## config.mk

```make
export PLATFORM = sky130hd
export DESIGN_NAME = ising_1d_metropolis_ring_core
export DESIGN_NICKNAME = d
export VERILOG_FILES = /design/src/rtl/ising1d_pkg.sv /design/src/rtl/ising_1d_metropolis_ring_core.sv /design/src/rtl/ising1d_accum.sv
export SDC_FILE = /design/constraint.sdc
export NUM_CORES = 1
export LEC_CHECK = 0
export BUFFER_PORTS_ARGS = -buffer_cell sky130_fd_sc_hd__buf_2
export CAP_MARGIN = 40
export CORE_MARGIN = 2
export CORE_UTILIZATION = 35
export CTS_BUF_LIST = sky130_fd_sc_hd__clkbuf_8 sky130_fd_sc_hd__clkbuf_16
export DETAILED_ROUTE_END_ITERATION = 10
export GPL_TIMING_DRIVEN = 0
export HOLD_SLACK_MARGIN = 0.05
export MAX_ROUTING_LAYER = met4
export PLACE_DENSITY = 0.55
export SETUP_SLACK_MARGIN = 0.3
export SLEW_MARGIN = 40
export SYNTH_ARGS = -nofsm -noshare
export SYNTH_HDL_FRONTEND = slang
export SYNTH_SLANG_ARGS = --single-unit
```

## constraint.sdc

```tcl
create_clock -name clk -period 10.3 [get_ports clk]
set_input_delay 0.515 -clock clk [delete_from_list [all_inputs] [get_ports clk]]
set_output_delay 0.515 -clock clk [all_outputs]
set_load 0.01 [all_outputs]
```

## src/rtl/ising1d_pkg.sv

```systemverilog
// ============================================================================
// ising1d_pkg
// Shared widths, operation codes and control types of the 1-D Ising ring core.
// ============================================================================
package ising1d_pkg;

  // Request field widths
  localparam int OP_W      = 2;
  localparam int SITE_W    = 7;
  localparam int RND_W     = 16;
  localparam int THRESH_W  = 17;

  // Result field widths
  localparam int SUM_W     = 9;
  localparam int ACC_W     = 41;
  localparam int SQ_ACC_W  = 40;
  localparam int CNT_W     = 32;

  // Packed stream widths (payload rounded up to whole bytes)
  localparam int IN_DATA_W  = 24;
  localparam int OUT_DATA_W = 216;
  localparam int OUT_PAD_W  = OUT_DATA_W - (2 + 2 * SUM_W + 2 * ACC_W + 2 * SQ_ACC_W + CNT_W);

  // Register port
  localparam int CFG_ADDR_W = 3;
  localparam int CFG_DATA_W = 32;

  // Register select is paddr bit 2 (one word per register)
  localparam logic REG_THRESH    = 1'b0;
  localparam logic REG_ANTIFERRO = 1'b1;

  // Request kinds
  typedef enum logic [OP_W-1:0] {
    OP_FLIP   = 2'd0,
    OP_WRITE  = 2'd1,
    OP_SAMPLE = 2'd2,
    OP_CLEAR  = 2'd3
  } op_t;

  // Commands to the statistics unit
  typedef struct packed {
    logic sample;
    logic clear;
  } acc_cmd_t;

endpackage

```

## src/rtl/ising_1d_metropolis_ring_core.sv

```systemverilog
// ============================================================================
// ising_1d_metropolis_ring_core
// Metropolis single-spin-flip engine for a periodic 1-D Ising ring, with
// incremental bond/spin totals and saturating sample statistics.
// ============================================================================
//
//  channel | direction | handshake             | payload
//  --------+-----------+-----------------------+-------------------------------
//  in_     | slave     | tvalid/tready         | tuser: op; tdata: site, spin,
//          |           |                       |   random word
//  out_    | master    | tvalid/tready         | tdata: flags, totals, stats
//  cfg_    | APB slave | psel/penable/pready   | threshold, antiferro
//
//  For each request, the accept edge reads the site and both neighbors from
//  the lattice memories; the write-back edge then writes the site and loads
//  the result. No new request is taken until that write-back is done.
//  After reset a clearing pass sets all SPINS spins to +1; no request is
//  taken meanwhile. Configuration writes are always taken.
//  A pending result stalls write-back; one request may be held meanwhile.
// ============================================================================
module ising_1d_metropolis_ring_core #(
  parameter int SPINS = 128
) (
  input  logic                                  clk,
  input  logic                                  rst_n,
  // request stream
  input  logic                                  in_tvalid,
  output logic                                  in_tready,
  input  logic [ising1d_pkg::IN_DATA_W-1:0]     in_tdata,   // site[6:0], spin_value, random_value[15:0]
  input  logic [ising1d_pkg::OP_W-1:0]          in_tuser,   // op[1:0]
  // result stream
  output logic                                  out_tvalid,
  input  logic                                  out_tready,
  output logic [ising1d_pkg::OUT_DATA_W-1:0]    out_tdata,  // accepted, spin_after, bond_sum[8:0],
                                                            // spin_sum[8:0], acc_bond[40:0],
                                                            // acc_bond_sq[39:0], acc_spin[40:0],
                                                            // acc_spin_sq[39:0], sample_count[31:0]
  // register port
  input  logic                                  cfg_psel,
  input  logic                                  cfg_penable,
  input  logic                                  cfg_pwrite,
  input  logic [ising1d_pkg::CFG_ADDR_W-1:0]    cfg_paddr,
  input  logic [ising1d_pkg::CFG_DATA_W-1:0]    cfg_pwdata,
  output logic [ising1d_pkg::CFG_DATA_W-1:0]    cfg_prdata,
  output logic                                  cfg_pready
);
  import ising1d_pkg::*;

  localparam int AW = (SPINS > 1) ? $clog2(SPINS) : 1;
  localparam int CW = ((AW > SITE_W) ? AW : SITE_W) + 1;
  localparam int TW = AW + 2;

  typedef enum logic [2:0] {
    ST_CLEAR = 3'b001,
    ST_IDLE  = 3'b010,
    ST_EXEC  = 3'b100
  } state_t;

  state_t                  state_r, state_nxt;
  logic [AW-1:0]           clr_cnt_r;

  // Registers
  logic [THRESH_W-1:0]     thresh_r;
  logic                    antiferro_r;
  logic                    cfg_wr;

  // Request fields
  op_t                     in_op;
  logic [SITE_W-1:0]       in_site;
  logic                    in_spin;
  logic [RND_W-1:0]        in_rnd;
  logic [CW-1:0]           site_ext;
  logic [CW-1:0]           left_ext;
  logic [CW-1:0]           right_ext;
  logic                    accept;

  // Captured request
  op_t                     op_r;
  logic                    valid_r;
  logic                    spin_r;
  logic [RND_W-1:0]        rnd_r;
  logic [AW-1:0]           addr_r;

  // Lattice: two copies, written together, three reads per request
  logic                    lat_a [SPINS];
  logic                    lat_b [SPINS];
  logic                    rd_c_r, rd_l_r, rd_rt_r;
  logic                    mem_we;
  logic [AW-1:0]           mem_waddr;
  logic                    mem_wdata;

  // Update logic
  logic                    step;
  logic                    uphill;
  logic                    rnd_below;
  logic                    do_flip;
  logic signed [TW-1:0]    bond_total_r, bond_total_nxt;
  logic signed [TW-1:0]    spin_total_r, spin_total_nxt;
  logic signed [TW-1:0]    spin_delta;
  logic signed [TW-1:0]    bond_delta;
  logic                    accepted_r;
  logic                    spin_after_r;
  logic                    out_valid_r;
  acc_cmd_t                acc_cmd;

  logic signed [ACC_W-1:0] acc_bond;
  logic [SQ_ACC_W-1:0]     acc_bond_sq;
  logic signed [ACC_W-1:0] acc_spin;
  logic [SQ_ACC_W-1:0]     acc_spin_sq;
  logic [CNT_W-1:0]        sample_count;

  // ---------------------------------------------------------------- registers
  assign cfg_pready = 1'b1;
  assign cfg_wr     = cfg_psel & cfg_penable & cfg_pwrite & cfg_pready;

  always_ff @(posedge clk) begin
    if (!rst_n) begin
      thresh_r    <= '0;
      antiferro_r <= 1'b0;
    end else if (cfg_wr) begin
      if (cfg_paddr[2] == REG_ANTIFERRO) begin
        antiferro_r <= cfg_pwdata[0];
      end else begin
        thresh_r <= cfg_pwdata[THRESH_W-1:0];
      end
    end
  end

  assign cfg_prdata = (cfg_paddr[2] == REG_ANTIFERRO) ?
                      {{(CFG_DATA_W-1){1'b0}}, antiferro_r} :
                      {{(CFG_DATA_W-THRESH_W){1'b0}}, thresh_r};

  // ---------------------------------------------------------------- request decode
  assign in_op   = op_t'(in_tuser);
  assign in_site = in_tdata[SITE_W-1:0];
  assign in_spin = in_tdata[SITE_W];
  assign in_rnd  = in_tdata[SITE_W+1 +: RND_W];

  assign site_ext  = CW'(in_site);
  assign left_ext  = (site_ext == '0) ? CW'(SPINS - 1) : site_ext - 1'b1;
  assign right_ext = (site_ext + 1'b1 == CW'(SPINS)) ? '0 : site_ext + 1'b1;

  assign in_tready = (state_r == ST_IDLE);
  assign accept    = in_tvalid & in_tready;

  always_ff @(posedge clk) begin
    if (accept) begin
      op_r    <= in_op;
      valid_r <= (site_ext < CW'(SPINS));
      spin_r  <= in_spin;
      rnd_r   <= in_rnd;
      addr_r  <= site_ext[AW-1:0];
    end
  end

  // ---------------------------------------------------------------- lattice memories
  assign mem_we    = (state_r == ST_CLEAR) | (step & do_flip);
  assign mem_waddr = (state_r == ST_CLEAR) ? clr_cnt_r : addr_r;
  assign mem_wdata = (state_r == ST_CLEAR) ? 1'b1 : ~rd_c_r;

  always_ff @(posedge clk) begin
    if (mem_we) begin
      lat_a[mem_waddr] <= mem_wdata;
    end
    if (accept) begin
      rd_c_r <= lat_a[site_ext[AW-1:0]];
      rd_l_r <= lat_a[left_ext[AW-1:0]];
    end
  end

  always_ff @(posedge clk) begin
    if (mem_we) begin
      lat_b[mem_waddr] <= mem_wdata;
    end
    if (accept) begin
      rd_rt_r <= lat_b[right_ext[AW-1:0]];
    end
  end

  // ---------------------------------------------------------------- sequencing
  assign step = (state_r == ST_EXEC) & (~out_valid_r | out_tready);

  always_comb begin
    state_nxt = state_r;
    case (state_r)
      ST_CLEAR: if (clr_cnt_r == AW'(SPINS - 1)) state_nxt = ST_IDLE;
      ST_IDLE:  if (accept) state_nxt = ST_EXEC;
      ST_EXEC:  if (step) state_nxt = ST_IDLE;
      default:  state_nxt = ST_CLEAR;
    endcase
  end

  always_ff @(posedge clk) begin
    if (!rst_n) begin
      state_r   <= ST_CLEAR;
      clr_cnt_r <= '0;
    end else begin
      state_r <= state_nxt;
      if (state_r == ST_CLEAR) begin
        clr_cnt_r <= clr_cnt_r + 1'b1;
      end
    end
  end

  // ---------------------------------------------------------------- flip decision
  // Local product is +2 when both neighbors match the site, -2 when both differ
  assign uphill    = (rd_l_r == rd_rt_r) & ((rd_l_r == rd_c_r) ^ antiferro_r);
  assign rnd_below = ({1'b0, rnd_r} < thresh_r);

  always_comb begin
    do_flip = 1'b0;
    case (op_r)
      OP_FLIP:  do_flip = valid_r & (~uphill | rnd_below);
      OP_WRITE: do_flip = valid_r & (rd_c_r != spin_r);
      default:  do_flip = 1'b0;
    endcase
  end

  // Total updates: spin moves by -2s, bonds by -2p
  assign spin_delta = rd_c_r ? -TW'(2) : TW'(2);
  assign bond_delta = (rd_l_r != rd_rt_r) ? '0 :
                      ((rd_l_r == rd_c_r) ? -TW'(4) : TW'(4));

  always_comb begin
    spin_total_nxt = spin_total_r;
    bond_total_nxt = bond_total_r;
    if (step & do_flip) begin
      spin_total_nxt = spin_total_r + spin_delta;
      bond_total_nxt = bond_total_r + bond_delta;
    end
  end

  // ---------------------------------------------------------------- result state
  always_ff @(posedge clk) begin
    if (!rst_n) begin
      spin_total_r <= TW'(SPINS);
      bond_total_r <= TW'(SPINS);
      out_valid_r  <= 1'b0;
      accepted_r   <= 1'b0;
      spin_after_r <= 1'b0;
    end else begin
      spin_total_r <= spin_total_nxt;
      bond_total_r <= bond_total_nxt;
      if (step) begin
        out_valid_r  <= 1'b1;
        accepted_r   <= (op_r == OP_FLIP) & do_flip;
        spin_after_r <= valid_r & (rd_c_r ^ do_flip);
      end else if (out_tready) begin
        out_valid_r <= 1'b0;
      end
    end
  end

  // ---------------------------------------------------------------- statistics
  assign acc_cmd.sample = step & (op_r == OP_SAMPLE);
  assign acc_cmd.clear  = step & (op_r == OP_CLEAR);

  ising1d_accum #(
    .TW (TW)
  ) u_accum (
    .clk          (clk),
    .rst_n        (rst_n),
    .cmd          (acc_cmd),
    .bond_total   (bond_total_r),
    .spin_total   (spin_total_r),
    .acc_bond     (acc_bond),
    .acc_bond_sq  (acc_bond_sq),
    .acc_spin     (acc_spin),
    .acc_spin_sq  (acc_spin_sq),
    .sample_count (sample_count)
  );

  // ---------------------------------------------------------------- result packing
  // State registers change only at a write-back, which waits for the result slot
  assign out_tvalid = out_valid_r;
  assign out_tdata  = {{OUT_PAD_W{1'b0}},
                       sample_count,
                       acc_spin_sq,
                       acc_spin,
                       acc_bond_sq,
                       acc_bond,
                       SUM_W'(spin_total_r),
                       SUM_W'(bond_total_r),
                       spin_after_r,
                       accepted_r};

endmodule

```

## src/rtl/ising1d_accum.sv

```systemverilog
// ============================================================================
// ising1d_accum
// Saturating statistics: sums of bond and spin totals, their squares and
// the sample count.
// ============================================================================
module ising1d_accum #(
  parameter int TW = 9
) (
  input  logic                                 clk,
  input  logic                                 rst_n,
  input  ising1d_pkg::acc_cmd_t                cmd,
  input  logic signed [TW-1:0]                 bond_total,
  input  logic signed [TW-1:0]                 spin_total,
  output logic signed [ising1d_pkg::ACC_W-1:0] acc_bond,
  output logic [ising1d_pkg::SQ_ACC_W-1:0]     acc_bond_sq,
  output logic signed [ising1d_pkg::ACC_W-1:0] acc_spin,
  output logic [ising1d_pkg::SQ_ACC_W-1:0]     acc_spin_sq,
  output logic [ising1d_pkg::CNT_W-1:0]        sample_count
);
  import ising1d_pkg::*;

  localparam int SQ_W = 2 * TW;

  logic signed [SQ_W-1:0]   bond_prod;
  logic signed [SQ_W-1:0]   spin_prod;
  logic [SQ_W-1:0]          bond_sq_r;
  logic [SQ_W-1:0]          spin_sq_r;

  logic signed [ACC_W:0]    bond_sum;
  logic signed [ACC_W:0]    spin_sum;
  logic [SQ_ACC_W:0]        bond_sq_sum;
  logic [SQ_ACC_W:0]        spin_sq_sum;

  logic signed [ACC_W-1:0]  acc_bond_r,    acc_bond_nxt;
  logic signed [ACC_W-1:0]  acc_spin_r,    acc_spin_nxt;
  logic [SQ_ACC_W-1:0]      acc_bond_sq_r, acc_bond_sq_nxt;
  logic [SQ_ACC_W-1:0]      acc_spin_sq_r, acc_spin_sq_nxt;
  logic [CNT_W-1:0]         samples_r,     samples_nxt;

  // Squares tracked every cycle; totals settle before a sample, so the registered squares match
  assign bond_prod = bond_total * bond_total;
  assign spin_prod = spin_total * spin_total;

  always_ff @(posedge clk) begin
    bond_sq_r <= unsigned'(bond_prod);
    spin_sq_r <= unsigned'(spin_prod);
  end

  // Wide adds with one guard bit for overflow detection
  assign bond_sum    = (ACC_W + 1)'(acc_bond_r) + (ACC_W + 1)'(bond_total);
  assign spin_sum    = (ACC_W + 1)'(acc_spin_r) + (ACC_W + 1)'(spin_total);
  assign bond_sq_sum = {1'b0, acc_bond_sq_r} + (SQ_ACC_W + 1)'(bond_sq_r);
  assign spin_sq_sum = {1'b0, acc_spin_sq_r} + (SQ_ACC_W + 1)'(spin_sq_r);

  // Next values with clamping
  always_comb begin
    acc_bond_nxt    = acc_bond_r;
    acc_spin_nxt    = acc_spin_r;
    acc_bond_sq_nxt = acc_bond_sq_r;
    acc_spin_sq_nxt = acc_spin_sq_r;
    samples_nxt     = samples_r;
    if (cmd.clear) begin
      acc_bond_nxt    = '0;
      acc_spin_nxt    = '0;
      acc_bond_sq_nxt = '0;
      acc_spin_sq_nxt = '0;
      samples_nxt     = '0;
    end else if (cmd.sample) begin
      if (bond_sum[ACC_W] != bond_sum[ACC_W-1]) begin
        acc_bond_nxt = bond_sum[ACC_W] ? {1'b1, {(ACC_W-1){1'b0}}} : {1'b0, {(ACC_W-1){1'b1}}};
      end else begin
        acc_bond_nxt = bond_sum[ACC_W-1:0];
      end
      if (spin_sum[ACC_W] != spin_sum[ACC_W-1]) begin
        acc_spin_nxt = spin_sum[ACC_W] ? {1'b1, {(ACC_W-1){1'b0}}} : {1'b0, {(ACC_W-1){1'b1}}};
      end else begin
        acc_spin_nxt = spin_sum[ACC_W-1:0];
      end
      acc_bond_sq_nxt = bond_sq_sum[SQ_ACC_W] ? '1 : bond_sq_sum[SQ_ACC_W-1:0];
      acc_spin_sq_nxt = spin_sq_sum[SQ_ACC_W] ? '1 : spin_sq_sum[SQ_ACC_W-1:0];
      if (samples_r != '1) begin
        samples_nxt = samples_r + 1'b1;
      end
    end
  end

  always_ff @(posedge clk) begin
    if (!rst_n) begin
      acc_bond_r    <= '0;
      acc_spin_r    <= '0;
      acc_bond_sq_r <= '0;
      acc_spin_sq_r <= '0;
      samples_r     <= '0;
    end else begin
      acc_bond_r    <= acc_bond_nxt;
      acc_spin_r    <= acc_spin_nxt;
      acc_bond_sq_r <= acc_bond_sq_nxt;
      acc_spin_sq_r <= acc_spin_sq_nxt;
      samples_r     <= samples_nxt;
    end
  end

  assign acc_bond     = acc_bond_r;
  assign acc_spin     = acc_spin_r;
  assign acc_bond_sq  = acc_bond_sq_r;
  assign acc_spin_sq  = acc_spin_sq_r;
  assign sample_count = samples_r;

endmodule
```

# After elaboration in Yosys (flattened, before gate mapping)
# Memory sizes are Yosys's and may differ from the RTL's. A register that Yosys moved wholly into a read port is not among the register bits.
# Index checks and enable logic that the tools add are counted.
[word_totals] mem_count=2 inputBits=68 out_inout_bits=251 ff_bits=306 ramBits=256 wordCells=108
[classes] mul=2 reduce_logical=8 addsub=10 n_bitwise=22 eq_ne=18 n_mux=23 n_lt_le_gt_ge=2
[memory_table] name="lat_a" depth=128 word_bits=1 rd=2 rd_clocked_by_memory_dff=2 wr=1 line_no="ising_1d_metropolis_ring_core.sv:85" source="logic lat_a [SPINS];"
[memory_table] name="lat_b" depth=128 word_bits=1 rd=1 rd_clocked_by_memory_dff=1 wr=1 line_no="ising_1d_metropolis_ring_core.sv:86" source="logic lat_b [SPINS];"
[ops] cell="$mux 41" n=4
[ops] cell="$add 41x9->42" n=2
[ops] cell="$add 40x18->41" n=2
[ops] cell="$mux 40" n=2
[ops] cell="$mul 9x9->18" n=2
[ops] cell="$add 32x1->32 const B" n=1
[ops] cell="$ne 32x32->1 const B" n=1
[ops] cell="$mux 9" n=3
[ops] cell="$mux 7" n=3
[ops] cell="$add 9x9->9" n=2
[ops] cell="$lt 16x17->1" n=1
[ops] cell="$mux 17" n=1
[ops] cell="$and 1x1->1" n=12
[ops] cell="$mux 3" n=3
[ops] cell="$pmux 3 s3" n=1
[ops] cell="$add 7x1->8 const B" n=1
[ops] cell="$eq 8x8->1 const B" n=1
[ops] cell="$logic_not 8->1" n=1
[ops] cell="$lt 7x8->1 const B" n=1
[ops] cell="$add 7x1->7 const B" n=1
[ops] cell="$eq 7x7->1 const B" n=1
[ops] cell="$sub 7x1->7 const B" n=1
[ops] cell="$reduce_and 2->1" n=3
[ops] cell="$mux 1" n=5
[ops] cell="other kinds (17)" n=30

# Logic depth before layout (Yosys ltp)
[depth] word_depth=11 mapped_depth=22 depth_no_buf=22

# Hierarchy
# A second synthesis with hierarchy kept.
[hier_totals] cells_unflattened=3457 hier_area_um2=32128.3
[modules_own_cells] mod="ising1d_accum" n_inst=1 area_each_um2=20058.0 cells_per_inst=2439 seq_area_each_um2=4564.4
[modules_own_cells] mod="ising_1d_metropolis_ring_core" n_inst=1 area_each_um2=12070.3 cells_per_inst=1018 seq_area_each_um2=5635.4

# Least setup slack after synthesis
# Ideal clock, no wire load.
[synth_timing] path_type="register to register" from="reg bond_total_r[8]" to="reg u_accum.bond_sq_r[17]" synth_period_minus_slack_ns=5.442 t_arrival_ns=5.319 slack_ns=4.858 setup_ns=0.122 t_required_ns=10.178 path_stages_with_launch=20 path_buffers=1 path_cell_list="dfxtp_1 -> clkbuf_1 -> inv_1 -> nor2_1 -> xnor2_1 -> ha_1 -> fa_1 -> inv_1 -> fa_1 -> inv_1 -> fa_1 -> ha_1 -> ha_1 -> a21oi_1 -> o21ai_0 -> a21oi_1 -> o21bai_1 -> a21oi_1 -> o21ai_0 -> xnor2_1"
[synth_via] elab_chain_cells=1
[synth_lines] element="from (decl)" line_no="ising_1d_metropolis_ring_core.sv:97" source="logic signed [TW-1:0] bond_total_r, bond_total_nxt;"
[synth_lines] element="from (signal assigned)" line_no="ising_1d_metropolis_ring_core.sv:237" source="bond_total_r <= TW'(SPINS);"
[synth_lines] element="from (signal assigned)" line_no="ising_1d_metropolis_ring_core.sv:243" source="bond_total_r <= bond_total_nxt;"
[synth_lines] element="$mul 9x9->18" line_no="ising1d_accum.sv:41" source="assign bond_prod = bond_total * bond_total;"
[synth_lines] element="named net u_accum.bond_prod[17]" line_no="ising1d_accum.sv:24" source="logic signed [SQ_W-1:0] bond_prod;"
[synth_lines] element="to (signal assigned)" line_no="ising1d_accum.sv:45" source="bond_sq_r <= unsigned'(bond_prod);"
[synth_lines] element="to (decl)" line_no="ising1d_accum.sv:26" source="logic [SQ_W-1:0] bond_sq_r;"
# The timed path passes the listed nets, and every way through them passes these cells.
# A chain may end at the register's enable or synchronous reset.

# Worst setup path after layout
[layout_timing] from="reg spin_total_r[6]" to="reg u_accum.spin_sq_r[17]"
[layout_via] elab_chain_cells=1
[layout_lines] element="from (decl)" line_no="ising_1d_metropolis_ring_core.sv:98" source="logic signed [TW-1:0] spin_total_r, spin_total_nxt;"
[layout_lines] element="from (signal assigned)" line_no="ising_1d_metropolis_ring_core.sv:236" source="spin_total_r <= TW'(SPINS);"
[layout_lines] element="from (signal assigned)" line_no="ising_1d_metropolis_ring_core.sv:242" source="spin_total_r <= spin_total_nxt;"
[layout_lines] element="$mul 9x9->18" line_no="ising1d_accum.sv:42" source="assign spin_prod = spin_total * spin_total;"
[layout_lines] element="named net u_accum.spin_prod[17]" line_no="ising1d_accum.sv:25" source="logic signed [SQ_W-1:0] spin_prod;"
[layout_lines] element="to (signal assigned)" line_no="ising1d_accum.sv:46" source="spin_sq_r <= unsigned'(spin_prod);"
[layout_lines] element="to (decl)" line_no="ising1d_accum.sv:27" source="logic [SQ_W-1:0] spin_sq_r;"
# The timed path passes the listed nets, and every way through them passes these cells.

==> flow_summary_export.csv <==
group,metric,value,unit
run_status,status,"complete, no violations",
pwr,power_leakage,14.0,nW
pwr,ir_worst_vdd,127,uV
placed_design,postPlaceCellArea,32000,sq um
setup_path,r2r_slack,4.55,ns
cts,clk_pin_slew,0.06,ns
pwr,finalPower,3.68,mW
logic_synthesis,avgSynthCellArea,9.58,sq um
logic_synthesis,synth_flop_cell,"dfxtp_1",
logic_synthesis,ys_async_sr_fraction,0,%
cells_and_area,drive_above_1_share,16.9,%
cells_and_area,area_growth,16.5,%
sta,postLayoutSetupSlackWorst,4.55,ns
die,start_util,35.3,%
global_routing,antenna_found_initial,2,
cells_and_area,finish.instance_area,33800,sq um
routing,ant_nets,0,
logic_synthesis,synth_area,29000,sq um
placed_design,place.gp.congestion,0.891,
cts,cts_made_buffers,50,
cts,clk-insertion-delay-late,0.64,ns
die,ioPinCount,319,
flow_run,maxCapViolations,0,
sta,hold_viol_final,0,
routing,remaining_drc_errors,0,
placed_design,hpwl,66.3,mm
logic_synthesis,synth_edf_count,157,
global_routing,overflow,0,
placed_design,io_buffers,280,
sta,rsz0062_at_grt,"no",
setup_path,r2r-start,"spin_total_r[6]",
logic_synthesis,syn_inst,3028,
cells_and_area,utilization,41.1,%
cells_and_area,final_cell_mix,"324 x nor2_1, 292 x buf_2, 261 x dfxtp_1",
setup_path,crit_arrival,6.26,ns
global_routing,grt_pass1_wl,136,mm
pwr,p_per_area,109,nW/um^2
cells_and_area,final_common_cell,"nor2_1",
routing,finalWirelength,87.7,mm
logic_synthesis,ys_ff_latch,420,
cts,root_buffer,"clkbuf_16",
setup_path,worstSetupEndpointType,"flip-flop",
sta,fin_crit_sh,55.8,%
placed_design,placed_cells,4405,
logic_synthesis,yosysUniqueCellTypes,77,
die,rows,105,
routing,first_iter_violations,1628,
sta,skew,0.0466,ns
setup_path,r2r_end,"u_accum.spin_sq_r[17]",
sta,max_slew_margin,37.9,%
placed_design,preCtsSetupSlack,4.29,ns
worst_hold_path,hold_depth,1,
sta,worst_pin_slew,0.931,ns
cells_and_area,fin_cells,4509,
routing,via_per_inst,5.33,
cts,clk_path_buf_depth,3,
die,core,82100,sq um
die,die_w,292,um
setup_path,startpoint_type,"flip-flop",
cts,cts_resized,0,
cts,cts_tree,"built",
sta,fin_hold_ws,0.0814,ns
cells_and_area,nets,3764,
setup_path,crit_fanout,10,
cts,cts.sinks,420,
global_routing,grtUsageTotal,20.8,%
sta,fmax,174,MHz
routing,vias,24053,
worst_hold_path,holdPathEnd,"rnd_r[8]",
routing,dr.pass1.iters,5,
die,die_area,85200,sq um
global_routing,grt_max_degree,59,
routing,wire_per_inst,19.4,um
setup_path,reg2regPathDepth,19,
sta,setup_tns,0,ns
cts,cts_max_level,2,
sta,finalSetupViolations,0,
sta,finalCriticalPeriod,5.75,ns
worst_hold_path,min_path_type,"in -> reg",
cells_and_area,fillers,8200,
worst_hold_path,hold_start,"in_tdata[16]",
logic_synthesis,ys_seq_area_share,34.4,%
die,die_h,292,um
logic_synthesis,yosys_warnings,0,
sta,maxSlewViolCount,0,
global_routing,grt_pass1_vias,22966,
setup_path,cp.required,10.81,ns
setup_path,crit_type,"reg -> reg",
[layout make-up]
| class | instances | area (sq um) | area share (%) |
|---|---|---|---|
| clock buffer | 57 | 1350 | 3.99 |
| antenna | 2 | 5.00 | 0.0148 |
| tap | 1070 | 1340 | 3.96 |
| buffer | 161 | 778 | 2.30 |
| inverter | 175 | 657 | 1.94 |
| sequential | 420 | 9990 | 29.6 |
| multi-input combinational | 2291 | 17700 | 52.5 |
| clock inverter | 32 | 275 | 0.815 |
| timing repair buffer | 301 | 1670 | 4.95 |
[synth_stat cells (all sizes together) (71+ instances only)]
cell type / number / area, sq um
fa: 79 / 1580
ha: 217 / 2720
xor2: 71 / 622
dfxtp: 263 / 5270
nand2: 254 / 953
edfxtp: 157 / 4710
inv: 175 / 657
nor2: 326 / 1230
a21oi: 246 / 1230
mux4: 117 / 2640
nand3: 71 / 355
clkbuf: 111 / 418
xnor2: 117 / 1020
o21ai: 184 / 925
[metal layers]
layer / global-route usage [%] / share of wire [%]
met5: - / 0
met4: 5.80 / 2.3
met3: 3.43 / 6.3
met2: 32.9 / 46
met1: 27.5 / 45
[critical path, stage by stage, from the launching register on]
cell      delay (ns)
dfxtp_1         0.60
clkbuf_1        0.50
and2_1          0.25
ha_1            0.27
fa_1            0.54
inv_1           0.06
fa_1            0.47
inv_1           0.05
fa_1            0.56
fa_1            0.47
fa_1            0.47
a21oi_1         0.15
nor2_1          0.05
nor2_1          0.15
o21bai_1        0.09
a21oi_1         0.23
o21bai_1        0.09
a21oi_1         0.23
o21ai_0         0.15
xnor2_1         0.23
[registers in the layout (all words and copies together), names as in the netlist, 2 cells and up]
| register | count |
|---|---|
| spin_total_r | 8 |
| u_accum.acc_bond_sq | 37 |
| u_accum.acc_spin | 41 |
| state_r | 3 |
| bond_total_r | 7 |
| u_accum.sample_count | 32 |
| u_accum.acc_spin_sq | 39 |
| thresh_r | 17 |
| u_accum.acc_bond | 40 |
| op_r | 2 |
| clr_cnt_r | 7 |
| lat_b | 127 |
| addr_r | 7 |
| u_accum.spin_sq_r | 15 |
| u_accum.bond_sq_r | 13 |
| rnd_r | 16 |
[how the worst max path moves through the flow]
stage,slack (ns),to,start
after floorplan,4.86,u_accum.bond_sq_r[17],bond_total_r[8]
after global routing,4.21,u_accum.spin_sq_r[17],spin_total_r[6]
after global placement,3.73,u_accum.bond_sq_r[17],bond_total_r[8]
after detailed placement,4.29,rd_l_r,in_tdata[0]
final,4.55,u_accum.spin_sq_r[17],spin_total_r[6]
after CTS,4.49,u_accum.spin_sq_r[17],spin_total_r[6]
[kinds of logic after synthesis]
logic type | Yosys count | share of synthesized area [%]
AO/OA/AOI/OAI | 701 | 14.8
XOR/XNOR | 188 | 5.68
adder cells (fa/ha/maj) | 296 | 14.8
buffers and inverters | 336 | 4.91
flip-flops | 420 | 34.4
multiplexers | 158 | 10.5
other | 2 | 0.0259
AND/OR/NAND/NOR | 927 | 14.8
[repair_timing]
action | CTS | global route
buffers inserted | 0 | 0
endpoints found under the hold margin | 12 | 0
hold buffers | 12 | 0
[report_power, final]
part | internal (mW) | switching, mW | total, mW
registers | 1.71 | 0.00215 | 1.72
logic | 0.0634 | 0.118 | 0.181
clock network | 1.01 | 0.770 | 1.78
No activity file was read; power rests on OpenSTA's default activity.
